File: src/rtl/core/mrnn_pkg.sv
package mrnn_pkg;

   localparam int MAX_POINTS_DEF  = 32;
   localparam int MAX_ROUTES_DEF  = 8;
   localparam int COORD_WIDTH_DEF = 16;
   localparam int FRAC_BITS_DEF   = 8;

   localparam int ID_W    = 5;
   localparam int RIDX_W  = 3;
   localparam int LEG_W   = 25;
   localparam int SUM_W   = 30;
   localparam int NR_W    = 4;

   // sequencer states
   typedef enum logic [3:0] {
      ST_LOAD,      // taking words
      ST_RSTART,    // begin a route
      ST_SCAN_RD,   // read candidate slot
      ST_SCAN_CMP,  // squared distance to candidate
      ST_SCAN_ACC,  // keep best
      ST_PICK_RD,   // read chosen slot
      ST_LEG_CMP,   // distance to chosen slot
      ST_SQRT,      // root of chosen distance
      ST_EMIT       // present result
   } state_type;

endpackage

File: src/rtl/core/multi_route_nearest_neighbor.sv
// Channel   Direction  Ports
// request   in         start, req_city_id, req_x_coord, req_y_coord, req_last_city; busy is out
// response  out        rsp_valid, rsp_route_index, rsp_visit_id, rsp_leg_length,
//                      rsp_route_length, rsp_total_length, rsp_end_of_route, rsp_last
// csr       in         csr_we, csr_wdata (num_routes)
//
// Loading takes one word per cycle while busy is low. The last word starts the solve. Each
// route opens with ST_RSTART; each result then costs a scan of ST_SCAN_RD, ST_SCAN_CMP and
// ST_SCAN_ACC per city slot of the route (visited or not, at least one pass), a pick state,
// a distance state, a bit-serial square root and an emit state.
// busy is high through the solve. Reset is synchronous and clears control state only;
// the receiver cannot stall, so each result shows one cycle.
module multi_route_nearest_neighbor #(
   parameter int MAX_POINTS  = mrnn_pkg::MAX_POINTS_DEF,
   parameter int MAX_ROUTES  = mrnn_pkg::MAX_ROUTES_DEF,
   parameter int COORD_WIDTH = mrnn_pkg::COORD_WIDTH_DEF,
   parameter int FRAC_BITS   = mrnn_pkg::FRAC_BITS_DEF
) (
   input  logic                          clock,
   input  logic                          reset,
   input  logic                          start,
   output logic                          busy,
   input  logic [mrnn_pkg::ID_W-1:0]     req_city_id,
   input  logic signed [COORD_WIDTH-1:0] req_x_coord,
   input  logic signed [COORD_WIDTH-1:0] req_y_coord,
   input  logic                          req_last_city,
   input  logic                          csr_we,
   input  logic [mrnn_pkg::NR_W-1:0]     csr_wdata,
   output logic                          rsp_valid,
   output logic [mrnn_pkg::RIDX_W-1:0]   rsp_route_index,
   output logic [mrnn_pkg::ID_W-1:0]     rsp_visit_id,
   output logic [mrnn_pkg::LEG_W-1:0]    rsp_leg_length,
   output logic [mrnn_pkg::SUM_W-1:0]    rsp_route_length,
   output logic [mrnn_pkg::SUM_W-1:0]    rsp_total_length,
   output logic                          rsp_end_of_route,
   output logic                          rsp_last
);
   import mrnn_pkg::*;

   localparam int AW   = $clog2(MAX_POINTS);
   localparam int CW   = $clog2(MAX_POINTS + 1);
   localparam int DW   = COORD_WIDTH + 1;
   localparam int SQW  = 2 * DW + 1;
   localparam int VW   = 2 * ((SQW + 1) / 2);
   localparam int RSTEPS = VW / 2 + FRAC_BITS;
   localparam int RTW  = RSTEPS;
   localparam int REMW = RSTEPS + 2;
   localparam int SCW  = $clog2(RSTEPS + 1);
   localparam int RW   = (MAX_ROUTES > 1) ? $clog2(MAX_ROUTES) : 1;
   localparam int RCW  = $clog2(MAX_ROUTES + 1);
   localparam int PW   = ID_W + 2 * COORD_WIDTH;
   localparam logic [SUM_W-1:0] SUM_MAX = '1;

   state_type state_ff, state_in;

   // point memory, slot 0 is the depot
   logic [PW-1:0] pmem [MAX_POINTS];
   logic [PW-1:0] rd_ff;
   logic [AW-1:0] rd_addr;
   logic          wr_en;
   logic [AW-1:0] wr_addr;

   logic [MAX_POINTS-1:0] vis_ff, vis_in;
   logic [CW-1:0] cnt_ff, cnt_in;
   logic          depot_ff, depot_in;
   logic [NR_W-1:0] nr_ff;
   logic [RCW-1:0]  routes_ff, routes_in;
   logic [RW-1:0]   route_ff, route_in;
   logic [CW-1:0]   cand_ff, cand_in;     // city index (slot-1)
   logic            home_ff, home_in;     // depot word lands in ST_SCAN_RD
   logic signed [COORD_WIDTH-1:0] cx_ff, cx_in, cy_ff, cy_in;
   logic            found_ff, found_in;
   logic [SQW-1:0]  bestd_ff, bestd_in, d_ff, d_in;
   logic [AW-1:0]   best_ff, best_in;
   logic [RTW-1:0]  root_ff, root_in;
   logic [REMW-1:0] rem_ff, rem_in;
   logic [VW-1:0]   val_ff, val_in;
   logic [SCW-1:0]  step_ff, step_in;
   logic [SUM_W-1:0] rsum_ff, rsum_in, tsum_ff, tsum_in;
   logic            endr_ff, endr_in;

   logic accept;
   logic [CW-1:0] ncity;
   logic signed [DW-1:0] dx, dy;
   logic [DW-1:0] adx, ady;
   logic [2*DW-1:0] sqx, sqy;
   logic [SQW-1:0] dsq;
   logic [REMW-1:0] trial, rem_sh;
   logic [LEG_W-1:0] leg;
   logic [SUM_W:0] radd, tadd;
   logic [CW:0] nxt_cand;
   logic [NR_W-1:0] nr_eff;

   assign accept = start && !busy;
   assign busy   = (state_ff != ST_LOAD);
   assign ncity  = cnt_ff - CW'(1);
   assign leg    = LEG_W'(root_ff);
   assign nxt_cand = (CW+1)'(cand_ff) + (CW+1)'(routes_ff);

   // squared distance of current point to memory word
   assign dx  = DW'(cx_ff) - DW'($signed(rd_ff[2*COORD_WIDTH-1:COORD_WIDTH]));
   assign dy  = DW'(cy_ff) - DW'($signed(rd_ff[COORD_WIDTH-1:0]));
   assign adx = dx[DW-1] ? DW'(-dx) : DW'(dx);
   assign ady = dy[DW-1] ? DW'(-dy) : DW'(dy);
   assign sqx = (2*DW)'(adx) * (2*DW)'(adx);
   assign sqy = (2*DW)'(ady) * (2*DW)'(ady);
   assign dsq = SQW'(sqx) + SQW'(sqy);

   // root step
   assign rem_sh = {rem_ff[REMW-3:0], val_ff[VW-1:VW-2]};
   assign trial  = {root_ff, 2'b01};
   assign radd   = (SUM_W+1)'(rsum_ff) + (SUM_W+1)'(leg);
   assign tadd   = (SUM_W+1)'(tsum_ff) + (SUM_W+1)'(leg);
   assign nr_eff = (nr_ff == '0) ? NR_W'(1) : nr_ff;

   // memory access
   always_comb begin
      wr_en   = accept && (depot_ff || cnt_ff < CW'(MAX_POINTS));
      wr_addr = depot_ff ? '0 : AW'(cnt_ff);
      case (state_ff)
         ST_RSTART:  rd_addr = '0;
         ST_PICK_RD: rd_addr = found_ff ? best_ff : '0;
         ST_LEG_CMP, ST_SQRT, ST_EMIT: rd_addr = best_ff;
         default:    rd_addr = AW'(cand_ff + CW'(1));
      endcase
   end

   always_ff @(posedge clock) begin
      if (wr_en) pmem[wr_addr] <= {req_city_id, req_x_coord, req_y_coord};
      rd_ff <= pmem[rd_addr];
   end

   // next state
   always_comb begin
      state_in = state_ff;
      case (state_ff)
         ST_LOAD:     if (accept && req_last_city) state_in = ST_RSTART;
         ST_RSTART:   state_in = ST_SCAN_RD;
         ST_SCAN_RD:  state_in = ST_SCAN_CMP;
         ST_SCAN_CMP: state_in = ST_SCAN_ACC;
         ST_SCAN_ACC: state_in = (nxt_cand < (CW+1)'(ncity)) ? ST_SCAN_RD : ST_PICK_RD;
         ST_PICK_RD:  state_in = ST_LEG_CMP;
         ST_LEG_CMP:  state_in = ST_SQRT;
         ST_SQRT:     if (step_ff == SCW'(RSTEPS)) state_in = ST_EMIT;
         ST_EMIT: begin
            if (!endr_ff) state_in = ST_SCAN_RD;
            else if (RCW'(route_ff) + RCW'(1) == routes_ff) state_in = ST_LOAD;
            else state_in = ST_RSTART;
         end
         default:     state_in = ST_LOAD;
      endcase
   end

   // datapath
   always_comb begin
      vis_in = vis_ff; cnt_in = cnt_ff; depot_in = depot_ff;
      routes_in = routes_ff; route_in = route_ff; cand_in = cand_ff;
      home_in = home_ff; cx_in = cx_ff; cy_in = cy_ff; found_in = found_ff;
      bestd_in = bestd_ff; best_in = best_ff; d_in = d_ff;
      root_in = root_ff; rem_in = rem_ff; val_in = val_ff; step_in = step_ff;
      rsum_in = rsum_ff; tsum_in = tsum_ff; endr_in = endr_ff;
      case (state_ff)
         ST_LOAD: if (accept) begin
            if (depot_ff) begin
               cnt_in = CW'(1); depot_in = 1'b0;
            end else if (cnt_ff < CW'(MAX_POINTS)) cnt_in = cnt_ff + CW'(1);
            if (req_last_city) begin
               routes_in = (nr_eff > NR_W'(MAX_ROUTES)) ? RCW'(MAX_ROUTES) : RCW'(nr_eff);
               route_in = '0; vis_in = '0; tsum_in = '0; depot_in = 1'b1;
               endr_in = 1'b1;
            end
         end
         ST_RSTART: begin
            rsum_in = '0; found_in = 1'b0; endr_in = 1'b0; home_in = 1'b1;
            cand_in = CW'(route_ff);
         end
         ST_SCAN_RD: begin
            // depot position of a new route, read in ST_RSTART
            if (home_ff) begin
               cx_in = $signed(rd_ff[2*COORD_WIDTH-1:COORD_WIDTH]);
               cy_in = $signed(rd_ff[COORD_WIDTH-1:0]);
               home_in = 1'b0;
            end
         end
         ST_SCAN_CMP: d_in = dsq;
         ST_SCAN_ACC: begin
            if (cand_ff < ncity && !vis_ff[AW'(cand_ff + CW'(1))] &&
                (!found_ff || d_ff < bestd_ff)) begin
               found_in = 1'b1; bestd_in = d_ff; best_in = AW'(cand_ff + CW'(1));
            end
            if (nxt_cand < (CW+1)'(ncity)) cand_in = CW'(nxt_cand);
         end
         ST_PICK_RD: begin
            // no city left: the leg goes back to the depot
            if (found_ff) vis_in[best_ff] = 1'b1;
            else begin
               best_in = '0; endr_in = 1'b1;
            end
         end
         ST_LEG_CMP: begin
            val_in = VW'(dsq);
            root_in = '0; rem_in = '0; step_in = '0;
         end
         ST_SQRT: begin
            if (step_ff != SCW'(RSTEPS)) begin
               if (rem_sh >= trial) begin
                  rem_in = rem_sh - trial; root_in = {root_ff[RTW-2:0], 1'b1};
               end else begin
                  rem_in = rem_sh; root_in = {root_ff[RTW-2:0], 1'b0};
               end
               val_in = val_ff << 2;
               step_in = step_ff + SCW'(1);
            end else begin
               // sums update when the root is done
               rsum_in = radd[SUM_W] ? SUM_MAX : radd[SUM_W-1:0];
               tsum_in = tadd[SUM_W] ? SUM_MAX : tadd[SUM_W-1:0];
            end
         end
         ST_EMIT: begin
            cx_in = $signed(rd_ff[2*COORD_WIDTH-1:COORD_WIDTH]);
            cy_in = $signed(rd_ff[COORD_WIDTH-1:0]);
            found_in = 1'b0; cand_in = CW'(route_ff);
            if (endr_ff) route_in = route_ff + RW'(1);
         end
         default: ;
      endcase
   end

   // state and control registers
   always_ff @(posedge clock) begin
      if (reset) begin
         state_ff <= ST_LOAD;
         cnt_ff <= '0;
         depot_ff <= 1'b1;
         nr_ff <= NR_W'(1);
         vis_ff <= '0;
      end else begin
         state_ff <= state_in;
         cnt_ff <= cnt_in;
         depot_ff <= depot_in;
         vis_ff <= vis_in;
         if (csr_we) nr_ff <= csr_wdata;
      end
   end

   always_ff @(posedge clock) begin
      routes_ff <= routes_in; route_ff <= route_in; cand_ff <= cand_in;
      home_ff <= home_in; cx_ff <= cx_in; cy_ff <= cy_in; found_ff <= found_in;
      bestd_ff <= bestd_in; best_ff <= best_in; d_ff <= d_in;
      root_ff <= root_in; rem_ff <= rem_in; val_ff <= val_in; step_ff <= step_in;
      rsum_ff <= rsum_in; tsum_ff <= tsum_in; endr_ff <= endr_in;
   end

   // result word: memory read of the chosen slot lands in ST_EMIT
   assign rsp_valid        = (state_ff == ST_EMIT);
   assign rsp_route_index  = RIDX_W'(route_ff);
   assign rsp_visit_id     = rd_ff[PW-1:2*COORD_WIDTH];
   assign rsp_leg_length   = leg;
   assign rsp_route_length = rsum_ff;
   assign rsp_total_length = tsum_ff;
   assign rsp_end_of_route = endr_ff;
   assign rsp_last         = endr_ff && (RCW'(route_ff) + RCW'(1) == routes_ff);

endmodule

File: config.mk
export PLATFORM = sky130hd
export DESIGN_NAME = multi_route_nearest_neighbor
export DESIGN_NICKNAME = d
export VERILOG_FILES = /design/src/rtl/core/mrnn_pkg.sv /design/src/rtl/core/multi_route_nearest_neighbor.sv
export SDC_FILE = /design/constraint.sdc
export NUM_CORES = 2
export LEC_CHECK = 0
export BUFFER_PORTS_ARGS = -buffer_cell sky130_fd_sc_hd__buf_2
export CORE_MARGIN = 2
export CORE_UTILIZATION = 35
export DETAILED_ROUTE_END_ITERATION = 8
export SLEW_MARGIN = 15
export SYNTH_ARGS = -nofsm -noshare
export SYNTH_HDL_FRONTEND = slang
export SYNTH_SLANG_ARGS = --single-unit
export TNS_END_PERCENT = 1
File: constraint.sdc
create_clock -name clock -period 10.9 [get_ports clock]
set_input_delay 1.09 -clock clock [delete_from_list [all_inputs] [get_ports clock]]
set_output_delay 1.09 -clock clock [all_outputs]
set_load 0.05 [all_outputs]
[Word-level counts from Yosys, hierarchy flattened]
Memories as Yosys holds them, arrays and structs flattened. A register that Yosys moved wholly into a read port is not among the register bits.
Index checks and enable logic that the tools add are counted.
Operators by class
  bitwise operators: 1
  multipliers: 2
  $add $sub $neg: 15
  magnitude comparators: 9
  reductions and logical operators: 43
  equal/unequal tests: 23
  mux-type cells: 62
Operators by type and width (count)
  $mux W30: 6
  $pmux W30 S2: 2
  $pmux W26 S2: 2
  $mux W32: 3
  $mux W26: 3
  $pmux W36 S2: 1
  $mul A17 B17 Y34: 2
  $pmux W16 S2: 2
  $pmux W32 S2: 1
  $add A30 B25 Y31: 2
  $mux W36: 1
  $pmux W4 S9: 1
  $add A34 B34 Y35: 1
  $lt A35 B35 Y1: 1
  $mux W17: 2
  $neg A17 Y17: 2
  $sub A16 B16 Y17: 2
  $mux W16: 2
  $or A32 B32 Y32: 1
  $ge A28 B28 Y1: 1
  $sub A26 B26 Y26: 1
  $ne A2 B2 Y1 const B: 11
  $mux W5: 4
  $pmux W5 S2: 2
  44 further kinds: 99
Storage, ports and cells
  output and inout bits: 97
  word-level logic and storage cells: 178
  memories: 1
  bits in writable memories: 1184
  register bits after elaboration: 323
  input port bits: 46
Memory list
  pmem: depth 32, width 37, rd ports 1, clocked after memory_dff 1, write ports 1, line multi_route_nearest_neighbor.sv:57  | logic [PW-1:0] pmem [MAX_POINTS];

[Logic depth before layout (Yosys ltp)]
  depth in word-level cells: 8
  depth in mapped cells: 41

[Worst setup path before layout]
OpenSTA, ideal clock, no wires.
  path type: register -> register
  start: register cx_ff[0]
  end: register val_ff[30], data pin
  setup time: 0.261 ns
  arrival: 9.737 ns
  stages on the path, launching flop included: 39
  period minus slack after synthesis: 9.998 ns
  path slack: 0.902 ns
  cells stage by stage: edfxtp_1 > inv_1 > ha_1 > inv_1 > fa_1 > a211o_1 > o21a_1 > xor2_1 > a2111oi_2 > nand3b_1 > or4_1 > a221o_1 > buf_6 > clkinv_2 > buf_6 > nor2_1 > fa_1 > inv_1 > (+3 left out) > fa_1 > fa_1 > fa_1 > fa_1 > inv_1 > fa_1 > inv_1 > ha_1 > clkbuf_1 > a2111oi_0 > o21ai_0 > o21a_1 > o21a_1 > o31ai_1 > a21boi_0 > o41a_1 > mux2_2 > nand3_1
Between the ends
  word-level cells in the longest chain between the ends: 6
Ends and longest elaborated chain
  start, declared: line multi_route_nearest_neighbor.sv:71  | logic signed [COORD_WIDTH-1:0] cx_ff, cx_in, cy_ff, cy_in;
  start signal, assigned: line multi_route_nearest_neighbor.sv:248  | home_ff <= home_in; cx_ff <= cx_in; cy_ff <= cy_in; found_ff <= found_in;
  $sub A16 B16 Y17 *: line multi_route_nearest_neighbor.sv:101  | assign dx = DW'(cx_ff) - DW'($signed(rd_ff[2*COORD_WIDTH-1:COORD_WIDTH]));
  $neg A17 Y17: line multi_route_nearest_neighbor.sv:103  | assign adx = dx[DW-1] ? DW'(-dx) : DW'(dx);
  $mux W17 *: line multi_route_nearest_neighbor.sv:103
  $mul A17 B17 Y34 *: line multi_route_nearest_neighbor.sv:105  | assign sqx = (2*DW)'(adx) * (2*DW)'(adx);
  $add A34 B34 Y35 *: line multi_route_nearest_neighbor.sv:107  | assign dsq = SQW'(sqx) + SQW'(sqy);
  $pmux W36 S2 *: line multi_route_nearest_neighbor.sv:162  | case (state_ff)
  net val_in[30]: line multi_route_nearest_neighbor.sv:77  | logic [VW-1:0] val_ff, val_in;
  end signal, assigned: line multi_route_nearest_neighbor.sv:250  | root_ff <= root_in; rem_ff <= rem_in; val_ff <= val_in; step_ff <= step_in;
  end, declared: line multi_route_nearest_neighbor.sv:77
Mark *: on every way through the listed nets, which the timed path passes. The rest lies on a longest branch.
A chain may end at the register's enable or synchronous reset.

[Final worst setup path]
  start: register cy_ff[0]
  end: register val_ff[30], data pin
Between the ends
  word-level cells in the longest chain between the ends: 6
Ends and longest elaborated chain
  start, declared: line multi_route_nearest_neighbor.sv:71
  start signal, assigned: line multi_route_nearest_neighbor.sv:248
  $sub A16 B16 Y17 *: line multi_route_nearest_neighbor.sv:102  | assign dy = DW'(cy_ff) - DW'($signed(rd_ff[COORD_WIDTH-1:0]));
  $neg A17 Y17: line multi_route_nearest_neighbor.sv:104  | assign ady = dy[DW-1] ? DW'(-dy) : DW'(dy);
  $mux W17 *: line multi_route_nearest_neighbor.sv:104
  $mul A17 B17 Y34 *: line multi_route_nearest_neighbor.sv:106  | assign sqy = (2*DW)'(ady) * (2*DW)'(ady);
  $add A34 B34 Y35 *: line multi_route_nearest_neighbor.sv:107
  $pmux W36 S2 *: line multi_route_nearest_neighbor.sv:162
  net val_in[30]: line multi_route_nearest_neighbor.sv:77
Marks and branches as above.

==> results.toml <==
[logic_synthesis]
synth-seq-area-share_pct = 53.7
netlist_top_cells_area = "edfxtp_1, fa_1, ha_1, nand2_1, a211oi_1"
synth_top_area_share_pct = 51.7
yosys.area.top_type = "edfxtp_1"
synth_cells = 7164
yosys_warnings = 0
synth_common_cells = "edfxtp_1, nand2_1, inv_1, fa_1, a211oi_1"
ys.flop_type = "edfxtp_1"
ys_types = 98
ys_seq_elements = 1544
synth_area_sq_mm = 0.0848
syn_avg_cell_area_sq_um = 11.8
synth.most_common_cell = "edfxtp_1"
synth_edf_count = 1460
synthArstFlopShare_pct = 0

[worst_hold_path]
holdPathStages = 0
min_from = "rd_ff[5]$_DFF_P_"
min_path_type = "reg -> reg"
min_to = "cy_ff[5]$_DFFE_PP_"

[worst_setup_path]
crit_type = "reg -> reg"
start_kind = "flop"
worst-path-max-fanout = 7
crit_slowest_cell = "or4_4"
max_stage_delay_ps = 630
cp.required_ps = 11450
r2r-start = "cy_ff[0]$_DFFE_PP_"
reg2reg_slack_ps = 400
arrival_ps = 11050
crit_path_frequent_cell = "fa_1"
endpoint_kind = "flop"
ff2ff_path_depth = 35
reg2reg_to = "val_ff[30]$_DFFE_PP_"

[place]
dp_slack_ps = 54.6
place_inst = 10200
gp_congestion = 0.891
numPortBuffers = 142
dp_hpwl_microns = 137000

[grt]
grt_antenna_before_repair = 19
grt-ovfl-total = 0
track_usage_pct = 18.1
grt_pass1_vias = 55400
grt_pass1_wl_microns = 340000
grt_max_degree = 230

[sta]
rsz0062_at_grt = "yes"
worst_pin_slew_ps = 1150
finClkSkew_ps = 66.7
layout_setup_ws_ps = 401
min_period_ps = 10500
slew_viol_final = 0
finalHoldViolations = 0
period_share_pct = 96.3
max_freq_mhz = 95.2
relSlewSlack_pct = 23.2
setup_viol_count_final = 0

[floorplan]
num_rows = 180
start_util_pct = 35.2
num_io_pins = 143
die-area_sq_mm = 0.246
die_width_microns = 496
core_area_sq_mm = 0.241
die_h_microns = 496

[layout]
drive_above_1_share_pct = 9.09
nets = 8090
area_delta_synth_final_pct = 12.2
stdcell_count = 10600

[routing]
vias_per_cell = 5.31
num_vias = 56100
drtIter0Drc = 4765
routed_wl_microns = 226000
wl_per_cell_microns = 21.4
drc = 0
antenna_left = 0
first_pass_iters = 6

[flow_run]
maxCapViolations = 0

[clocking]
clock_sinks = 1544
cts.hold.buffers_added = 0
cts_max_level = 4
cts.root.buffer_cell = "clkbuf_16"
cts-buffers-inserted = 166
cts.reportedPaths.clkPinSlew_ps = 60
clock_path_buffers = 3
cts_tree = "yes"
clkLatencyLatePin_ps = 850

[run_status]
status = "complete, no violations"
worst max-delay path by stage:
stage                  startpoint                   end  depth (start not counted)
2_1_floorplan  cx_ff[0]$_DFFE_PP_  val_ff[30]$_DFFE_PP_                         38
3_3_place_gp   cx_ff[0]$_DFFE_PP_  val_ff[29]$_DFFE_PP_                         37
3_5_place_dp   cx_ff[0]$_DFFE_PP_  val_ff[29]$_DFFE_PP_                         37
4_1_cts        cx_ff[0]$_DFFE_PP_  val_ff[29]$_DFFE_PP_                         37
5_1_grt        cy_ff[0]$_DFFE_PP_  val_ff[30]$_DFFE_PP_                         35
6_report       cy_ff[0]$_DFFE_PP_  val_ff[30]$_DFFE_PP_                         35
layout make-up:
cell class              count  area [sq um]
well taps                3185          3990
multi-input cells        4509         35500
flip-flops and latches   1544         45500
clock buffers             232          4550
diodes                      6          15.0
repair buffers            282          1910
inverters                 732          2760
clock inverters            74           966
fillers                 22700        146000
stage by stage:
stage | cell area (sq um) | utilization (%) | hold WS, ps | setup TNS, ps
floorplan | 84900 | - | 408 | 0
global placement | 89500 | 37.2 | 416 | 0
detailed placement | 89500 | 37.2 | 417 | 0
CTS | 95000 | 39.4 | 428 | 0
global route | 95200 | 39.5 | 440 | -99.6
finish | 95200 | 39.5 | 426 | 0
metal layers:
layer  GRT usage [%]  part of all wire (%)  up-vias  wire length (microns)
met5               0                 0.050        -                    114
li1                -                     -    25600                      -
met4            5.26                   2.9       18                   6450
met3            2.94                   6.1      370                  13700
met1            24.0                    42    28400                  95800
met2            30.3                    49     1740                 110000
layout by cell type (no fill, tap or decap), drive strengths merged, types with 159 or more instances in the layout:
master  synthesis  final
inv           721    732
clkbuf        314    232
a211oi        432    432
a21oi         363    363
a31oi         167    167
nor2          415    415
nor2b         338    338
fa            452    452
buf            88    282
a311oi        159    159
ha            357    357
nand2         864    864
edfxtp       1460   1460
sequential cells by signal, indices dropped and copies added, names as in the netlist, 26 cells and up:
register          flops
d_ff                 35
pmem               1184
vis_ff               32
val_ff               36
rem_ff               26
bestd_ff             35
rd_ff                37
rsp_route_length     30
rsp_total_length     30
root_ff              26
worst max-delay path: cells and delay by family (launching register included):
family,cells,cell delay [ps]
buffers and inverters,6,470
adders and majority gates,11,4650
and+or+nand+nor,8,2440
AOI/OAI and AO/OA,9,2090
muxes,1,240
DFF,1,320
cells by family after synthesis:
| logic type | Yosys count | synth area share (%) |
|---|---|---|
| adder cells (fa/ha/maj) | 809 | 15.9 |
| multiplexers | 41 | 0.640 |
| flip-flops | 1544 | 53.7 |
| buffers and inverters | 1134 | 5.20 |
| other | 2 | 0.00885 |
| XOR/XNOR | 161 | 1.67 |
| AND/OR/NAND/NOR | 1954 | 10.6 |
| AO/OA/AOI/OAI | 1519 | 12.3 |
repair_timing:
| action | in CTS | in global routing |
|---|---|---|
| setup endpoints to repair | 0 | 20 |
| setup buffers | 0 | 9 |
| gates resized for setup | 0 | 35 |
Power is left out: the tool's default activity adds up to more than one toggle a clock period on the data nets, which glitch-free logic cannot reach.
